[src/rtl/nht_pkg.sv]
// Shared types and constants for the name-to-handle table.
// Used by the controller, the datapath and the top level; no dependencies.
`timescale 1ns / 1ps

package nht_pkg;

    localparam int KEY_W    = 64;
    localparam int HANDLE_W = 32;
    localparam int STATUS_W = 2;

    // Request kind, carried on the input tuser
    localparam logic CMD_REGISTER = 1'b0;
    localparam logic CMD_RESOLVE  = 1'b1;

    typedef enum logic [STATUS_W-1:0] {
        ST_OK        = 2'd0,
        ST_FULL      = 2'd1,
        ST_NOT_FOUND = 2'd2
    } status_code_t;

    typedef enum logic [2:0] {
        S_IDLE,
        S_READ,
        S_CMP,
        S_WRITE,
        S_RESP
    } ctrl_state_t;

    // Controller -> datapath
    typedef struct packed {
        logic         load;      // capture the request, restart the scan
        logic         step;      // move to the next entry
        logic         rec_free;  // note current entry as free if none noted yet
        logic         take_hit;  // target the current entry for the write
        logic         write;     // write key/handle into the target entry
        logic         set_res;   // latch the pending result
        status_code_t res_code;
        logic         emit;      // move the pending result to the output register
    } dp_cmd_t;

    // Datapath -> controller
    typedef struct packed {
        logic hit;         // current entry is valid and its name matches
        logic handle_nz;   // handle read from current entry is nonzero
        logic resolve;     // request is a resolve
        logic slot_free;   // current entry is not valid
        logic last;        // current entry is the highest-numbered one
        logic free_found;  // a free entry was noted earlier in the scan
        logic out_free;    // output register can take a result this cycle
    } dp_status_t;

endpackage

[src/rtl/name_to_handle_table_top.sv]
// Each request scans the entries in order, with a memory read and then a name
// compare for each entry (states S_READ, S_CMP); a hit ends the scan early.
// Requests are handled one at a time; input ready returns in the cycle after
// the result is loaded into the output register, which waits on a stalled output.
// Reset (rst_n, async, active low) clears all valid bits and the control
// state; no clearing pass is needed.
`timescale 1ns / 1ps

module name_to_handle_table_top
    import nht_pkg::*;
#(
    parameter int ENTRIES = 16
)
(
    input  logic        clk,
    input  logic        rst_n,
    input  logic        s_axis_tvalid,
    output logic        s_axis_tready,
    input  logic [95:0] s_axis_tdata,   // [63:0] key_name, [95:64] handle_in
    input  logic        s_axis_tuser,   // [0] cmd
    output logic        m_axis_tvalid,
    input  logic        m_axis_tready,
    output logic [31:0] m_axis_tdata,   // [31:0] handle_out
    output logic [1:0]  m_axis_tuser    // [1:0] status
);

    dp_cmd_t    cmd;
    dp_status_t sts;

    nht_ctrl u_ctrl (
        .clk       (clk),
        .rst_n     (rst_n),
        .req_valid (s_axis_tvalid),
        .req_ready (s_axis_tready),
        .sts       (sts),
        .cmd       (cmd)
    );

    nht_datapath #(
        .ENTRIES (ENTRIES)
    ) u_dp (
        .clk        (clk),
        .rst_n      (rst_n),
        .cmd        (cmd),
        .sts        (sts),
        .in_key     (s_axis_tdata[KEY_W-1:0]),
        .in_handle  (s_axis_tdata[KEY_W+HANDLE_W-1:KEY_W]),
        .in_cmd     (s_axis_tuser),
        .out_valid  (m_axis_tvalid),
        .out_ready  (m_axis_tready),
        .out_status (m_axis_tuser),
        .out_handle (m_axis_tdata)
    );

endmodule

[src/rtl/nht_datapath.sv]
// Datapath of the name-to-handle table: request registers, entry memories,
// valid bits, scan index, free-slot tracking and the output register.
// Depends on nht_pkg.
`timescale 1ns / 1ps

module nht_datapath
    import nht_pkg::*;
#(
    parameter int ENTRIES = 16
)
(
    input  logic                  clk,
    input  logic                  rst_n,
    input  dp_cmd_t               cmd,
    output dp_status_t            sts,
    input  logic [KEY_W-1:0]      in_key,
    input  logic [HANDLE_W-1:0]   in_handle,
    input  logic                  in_cmd,
    output logic                  out_valid,
    input  logic                  out_ready,
    output logic [STATUS_W-1:0]   out_status,
    output logic [HANDLE_W-1:0]   out_handle
);

    localparam int IW = $clog2(ENTRIES);

    logic [KEY_W-1:0]    key_mem    [ENTRIES];
    logic [HANDLE_W-1:0] handle_mem [ENTRIES];

    logic [ENTRIES-1:0]  valid_reg;
    logic [KEY_W-1:0]    req_key_reg;
    logic [HANDLE_W-1:0] req_handle_reg;
    logic                req_cmd_reg;
    logic [IW-1:0]       scan_idx_reg;
    logic [IW-1:0]       tgt_idx_reg;
    logic                free_found_reg;
    logic [KEY_W-1:0]    rd_key_reg;
    logic [HANDLE_W-1:0] rd_handle_reg;
    logic [STATUS_W-1:0] res_status_reg;
    logic [HANDLE_W-1:0] res_handle_reg;
    logic                out_valid_reg;
    logic [STATUS_W-1:0] out_status_reg;
    logic [HANDLE_W-1:0] out_handle_reg;

    logic                cur_valid;

    assign cur_valid = valid_reg[scan_idx_reg];

    // Entry memories: one write port, one registered read port at the scan index
    always_ff @(posedge clk)
    begin
        if (cmd.write)
        begin
            key_mem[tgt_idx_reg]    <= req_key_reg;
            handle_mem[tgt_idx_reg] <= req_handle_reg;
        end
        rd_key_reg    <= key_mem[scan_idx_reg];
        rd_handle_reg <= handle_mem[scan_idx_reg];
    end

    always_ff @(posedge clk or negedge rst_n)
    begin
        if (!rst_n)
        begin
            valid_reg      <= '0;
            scan_idx_reg   <= '0;
            tgt_idx_reg    <= '0;
            free_found_reg <= 1'b0;
            out_valid_reg  <= 1'b0;
        end
        else
        begin
            if (cmd.write)
                valid_reg[tgt_idx_reg] <= 1'b1;

            if (cmd.load)
                scan_idx_reg <= '0;
            else if (cmd.step)
                scan_idx_reg <= scan_idx_reg + IW'(1);

            if (cmd.load)
                free_found_reg <= 1'b0;
            else if (cmd.take_hit)
                tgt_idx_reg <= scan_idx_reg;
            else if (cmd.rec_free && !free_found_reg)
            begin
                tgt_idx_reg    <= scan_idx_reg;
                free_found_reg <= 1'b1;
            end

            if (cmd.emit)
                out_valid_reg <= 1'b1;
            else if (out_ready)
                out_valid_reg <= 1'b0;
        end
    end

    always_ff @(posedge clk)
    begin
        if (cmd.load)
        begin
            req_key_reg    <= in_key;
            req_handle_reg <= in_handle;
            req_cmd_reg    <= in_cmd;
        end
        if (cmd.set_res)
        begin
            res_status_reg <= cmd.res_code;
            // only a successful resolve returns a handle
            res_handle_reg <= (cmd.res_code == ST_OK && req_cmd_reg == CMD_RESOLVE)
                              ? rd_handle_reg : '0;
        end
        if (cmd.emit)
        begin
            out_status_reg <= res_status_reg;
            out_handle_reg <= res_handle_reg;
        end
    end

    always_comb
    begin
        sts.hit        = cur_valid && (rd_key_reg == req_key_reg);
        sts.handle_nz  = (rd_handle_reg != '0);
        sts.resolve    = (req_cmd_reg == CMD_RESOLVE);
        sts.slot_free  = !cur_valid;
        sts.last       = (scan_idx_reg == IW'(ENTRIES - 1));
        sts.free_found = free_found_reg;
        sts.out_free   = !out_valid_reg || out_ready;
    end

    assign out_valid  = out_valid_reg;
    assign out_status = out_status_reg;
    assign out_handle = out_handle_reg;

endmodule

[src/rtl/nht_ctrl.sv]
// Controller state machine of the name-to-handle table: walks the entries,
// picks the write target and sequences the result.
// Depends on nht_pkg.
`timescale 1ns / 1ps

module nht_ctrl
    import nht_pkg::*;
(
    input  logic       clk,
    input  logic       rst_n,
    input  logic       req_valid,
    output logic       req_ready,
    input  dp_status_t sts,
    output dp_cmd_t    cmd
);

    ctrl_state_t state_reg;
    ctrl_state_t state_next;

    always_ff @(posedge clk or negedge rst_n)
    begin
        if (!rst_n)
            state_reg <= S_IDLE;
        else
            state_reg <= state_next;
    end

    always_comb
    begin
        state_next = state_reg;
        case (state_reg)
            S_IDLE:
            begin
                if (req_valid)
                    state_next = S_READ;
            end
            S_READ:
                state_next = S_CMP;
            S_CMP:
            begin
                if (sts.hit)
                    state_next = sts.resolve ? S_RESP : S_WRITE;
                else if (sts.last)
                begin
                    if (!sts.resolve && (sts.free_found || sts.slot_free))
                        state_next = S_WRITE;
                    else
                        state_next = S_RESP;
                end
                else
                    state_next = S_READ;
            end
            S_WRITE:
                state_next = S_RESP;
            S_RESP:
            begin
                if (sts.out_free)
                    state_next = S_IDLE;
            end
            default:
                state_next = S_IDLE;
        endcase
    end

    always_comb
    begin
        cmd       = '0;
        cmd.res_code = ST_OK;
        req_ready = 1'b0;
        case (state_reg)
            S_IDLE:
            begin
                req_ready = 1'b1;
                cmd.load  = req_valid;
            end
            S_READ:
            begin
            end
            S_CMP:
            begin
                cmd.rec_free = sts.slot_free;
                if (sts.hit)
                begin
                    if (sts.resolve)
                    begin
                        cmd.set_res  = 1'b1;
                        cmd.res_code = sts.handle_nz ? ST_OK : ST_NOT_FOUND;
                    end
                    else
                        cmd.take_hit = 1'b1;
                end
                else if (sts.last)
                begin
                    if (sts.resolve)
                    begin
                        cmd.set_res  = 1'b1;
                        cmd.res_code = ST_NOT_FOUND;
                    end
                    else if (!(sts.free_found || sts.slot_free))
                    begin
                        cmd.set_res  = 1'b1;
                        cmd.res_code = ST_FULL;
                    end
                end
                else
                    cmd.step = 1'b1;
            end
            S_WRITE:
            begin
                cmd.write    = 1'b1;
                cmd.set_res  = 1'b1;
                cmd.res_code = ST_OK;
            end
            S_RESP:
                cmd.emit = sts.out_free;
            default:
            begin
            end
        endcase
    end

endmodule

[config.mk]
export PLATFORM = sky130hd
export DESIGN_NAME = name_to_handle_table_top
export DESIGN_NICKNAME = d
export VERILOG_FILES = /design/src/rtl/nht_pkg.sv /design/src/rtl/name_to_handle_table_top.sv /design/src/rtl/nht_datapath.sv /design/src/rtl/nht_ctrl.sv
export SDC_FILE = /design/constraint.sdc
export NUM_CORES = 2
export LEC_CHECK = 0
export BUFFER_PORTS_ARGS = -buffer_cell sky130_fd_sc_hd__clkbuf_2
export CORE_MARGIN = 2
export CORE_UTILIZATION = 30
export CTS_CLUSTER_DIAMETER = 80
export DETAILED_ROUTE_END_ITERATION = 8
export SYNTH_ARGS = -nofsm -noshare
export SYNTH_HDL_FRONTEND = slang
export SYNTH_HIERARCHICAL = 1
export SYNTH_SLANG_ARGS = --single-unit
[constraint.sdc]
create_clock -name clk -period 13.3 [get_ports clk]
set_input_delay 2.66 -clock clk [delete_from_list [all_inputs] [get_ports clk]]
set_output_delay 2.66 -clock clk [all_outputs]
set_load 0.03 [all_outputs]
==> metrics.md <==
| Metric | Value |
|---|---|
| Status | complete, no violations |
| FMAX | slightly above 200 MHz |
| Overflow after GRT | 0 |
| Post-route non-filler standard cell count | around 6,000 |
| Post-CTS Hold Buffers | 0 |
| Fin crit period | 4.84 ns |
| Worst min path class | reg2reg |
| DR WL/cell | roughly 25 um |
| Clock latency on the worst-skew pair | a little over 0.8 ns |
| Clock root buffer | clkbuf_16 |
| Max H-tree Level | 4 |
| Critical Path RT | around 14 ns |
| Die outline height | 476 um |
| Slew margin rel. | 30.3% |
| Max-cap violation count | 0 |
| Synth Cell Area | between 60,000 and 70,000 um^2 |
| PostCTS Resize Cnt | 0 |
| CP Capture Point | u_dp/rd_key_reg[35] |
| CTS tree | built |
| Crit path launch type | register |
| Largest net degree at the start of global routing | 99 |
| Fin. Hold Viols | 0 |
| Cts bufs inserted | between 150 and 200 |
| Clock Skew | between 0.02 and 0.03 ns |
| Area Growth Syn to Fin | 15.2% |
| IO buf count | ~140 |
| I/O pin count | approximately 140 |
| Final setup viols | 0 |
| DP Area | 71,200 um^2 |
| R2R setup slack | ~8.5 ns |
| Total leakage power | roughly 23 nW |
| Max Transition Viols Final | 0 |
| Comb power frac | approximately 17% |
| GRT Total Usage | about an eighth |
| Clock transition at path regs | around 0.06 ns |
| Setup slack after layout | 8.46 ns |
| Post-Syn Instances | between 2,000 and 3,000 |
| Yosys reg bits | 1,826 |
| Post-synth cell types | 38 |
| Syn Nets | roughly 2,800 |
| Initial antenna violation count | 9 |
| Most flops, register | u_dp/key_mem |
| Critical Path Fanout Max | 60 |
| Antenna viol nets, final | 0 |
| Seq/Total Area, Yosys | 80.5% |
| Total Wirelength | ~150,000 um |
| Synth Area per Inst | 25.2 um^2 |
| R2r endpoint | u_dp/rd_key_reg[35] |
| Number of global-route vias before repair | between 20,000 and 30,000 |
| Routed via count | between 20,000 and 30,000 |
| Period utilization | between 30% and 40% |
| Int Pwr | ~11 mW |
| RSZ-0062 raised after global routing | false |
| Dpl cells | 5,688 |
| # nets final | 2,991 |
| First drt pass iteration count | 5 |
| Total Die Area | about 230,000 um^2 |
| Setup Fix Bufs, Post-CTS | 0 |
| Gpl congestion | slightly above 0.7 |
| Core area | around 220,000 um^2 |
| Power Dens Cells | a little under 200 nW/um^2 |
| Pre-CTS WS | roughly 8.4 ns |
| CP Capture Type | register |
| Psw | approximately 3.8 mW |
| Worst setup path start | u_dp/scan_idx_reg[1] |
| Die span in x | roughly 480 um |
| Placement Rows | approximately 170 |
| Max clock buf depth | 3 |
| Biggest regs | u_dp/key_mem (1024), u_dp/handle_mem (512) |
| Starting Density | a little under a third |
| CP Data Arrival Time | roughly 5.5 ns |
| Commonest non-fill, non-tap cell in the layout | edfxtp_1 |
| Most frequent cells in the layout | 1,701 x edfxtp_1, 484 x mux4_2, 178 x clkbuf_16 |
| R2R cell count | 6 |
| Post-route cell area | just under 80,000 um^2 |
| Max reg flops | about 1,000 |
| Layout cells sized above 1 | a little under a third |
| HPWL Detailed | a little over 70,000 um |
| Ys Warns | 6 |
| Flop pwr share | 50.4% |
| Setup TNS | 0 ns |
| RR Startpoint | u_dp/scan_idx_reg[1] |
| Post-route DRC | 0 |
| Crit path kind | reg2reg |
| Clock share of power | between 30% and 40% |
| EDFF count, synth | roughly 1,700 |
| CTS Sinks | 1,826 |
| Asr flop ratio synth | 1.59% |
| Worst-Margin Slew | 1.04 ns |
| Switching Share | between 20 and 30% |
| Final core occ | a little over a third |
| Max VDD drop | ~0.00016 V |
| Vias per cell | between 4 and 5 |
| Global-route wire length before repair | roughly 220,000 um |
| Main flop type after synthesis | edfxtp_1 |
| DR iter-0 viols | 2,626 |
[through the flow]
step / power (mW) / hold slack, ns
2_1_floorplan: 9.32 / 0.400
3_3_place_gp: 10.1 / 0.407
3_5_place_dp: 10.2 / 0.405
4_1_cts: 15.0 / 0.418
5_1_grt: 15.4 / 0.423
6_report: 14.8 / 0.416
[worst min path at each step]
| stage | startpoint | to | cells after the start |
|---|---|---|---|
| 2_1_floorplan | u_dp/res_handle_reg[0] | u_dp/out_handle[0] | 0 |
| 3_3_place_gp | u_dp/res_handle_reg[19] | u_dp/out_handle[19] | 0 |
| 3_5_place_dp | u_dp/res_handle_reg[25] | u_dp/out_handle[25] | 0 |
| 4_1_cts | u_dp/res_handle_reg[3] | u_dp/out_handle[3] | 0 |
| 5_1_grt | u_dp/res_handle_reg[22] | u_dp/out_handle[22] | 0 |
| 6_report | u_dp/res_handle_reg[25] | u_dp/out_handle[25] | 0 |
[critical path, stage by stage (launching register included)]
cell	delay [ns]
dfrtp_4	0.75
buf_4	0.66
buf_4	0.66
buf_4	0.84
buf_4	0.75
mux4_2	0.41
mux4_2	0.48
[power by group through the flow]
| stage | logic [mW] | registers [mW] | clock network [mW] |
|---|---|---|---|
| after floorplan | 1.95 | 7.37 | 0 |
| after global placement | 2.56 | 7.57 | 0 |
| after detailed placement | 2.57 | 7.59 | 0 |
| after CTS | 2.57 | 7.48 | 4.96 |
| after global routing | 2.68 | 7.53 | 5.18 |
| final | 2.50 | 7.47 | 4.85 |
[kinds of logic (layout without fill, tap and decap cells)]
family          Yosys count  after routing  share of synthesized area, %
fa+ha+maj                 1              1                        0.0187
compound gates            9              9                         0.109
xor+xnor                 67             67                         0.879
simple gates            139            139                          1.21
mux                     491            491                          16.4
flops                  1826           1826                          80.5
buf+inv                 116            508                         0.862
other cells               0              3                             0
[cell usage after synthesis (2+ instances only)]
| library cell | number | area share, % |
|---|---|---|
| nor2_1 | 22 | 0.12 |
| dfrtp_1 | 29 | 1.1 |
| nand4_1 | 20 | 0.19 |
| clkbuf_1 | 57 | 0.32 |
| nor3b_1 | 2 | 0.022 |
| a21o_1 | 2 | 0.022 |
| xor2_1 | 2 | 0.026 |
| mux2i_1 | 2 | 0.030 |
| nor3_2 | 2 | 0.030 |
| nor4_1 | 12 | 0.11 |
| nand2b_2 | 2 | 0.026 |
| nor3_1 | 10 | 0.075 |
| buf_1 | 9 | 0.051 |
| dfxtp_1 | 96 | 2.9 |
| or2_2 | 17 | 0.16 |
| inv_1 | 2 | 0.011 |
| buf_4 | 2 | 0.022 |
| buf_2 | 34 | 0.25 |
| nand2b_1 | 5 | 0.047 |
| nand3b_1 | 2 | 0.022 |
| xnor2_1 | 65 | 0.85 |
| and2_1 | 33 | 0.31 |
| and3_1 | 4 | 0.037 |
| edfxtp_1 | 1701 | 77 |
| buf_6 | 12 | 0.20 |
| mux2_2 | 5 | 0.084 |
| mux4_2 | 484 | 16 |
| nand2_1 | 6 | 0.034 |
[layer usage]
metal  GRT usage (%)  share of wire [%]  vias to the layer above
li1                -                  -                    11800
met1            17.5                 42                    15700
met2            22.3                 51                      751
met3            2.26                5.3                      209
met4            4.04                2.4                        6
met5               0              0.021                        -
[area by class of cell]
type | instances | area [um^2]
Clock inverter | 82 | 748
Timing Repair Buffer | 178 | 1200
Tap cell | 2975 | 3720
Fill cell | 20300 | 145000
Inverter | 2 | 7.51
Sequential cell | 1826 | 53700
Multi-Input combinational cell | 707 | 12600
Clock buffer | 246 | 4890
Antenna cell | 3 | 7.51
No activity file was read; power rests on OpenSTA's default activity.
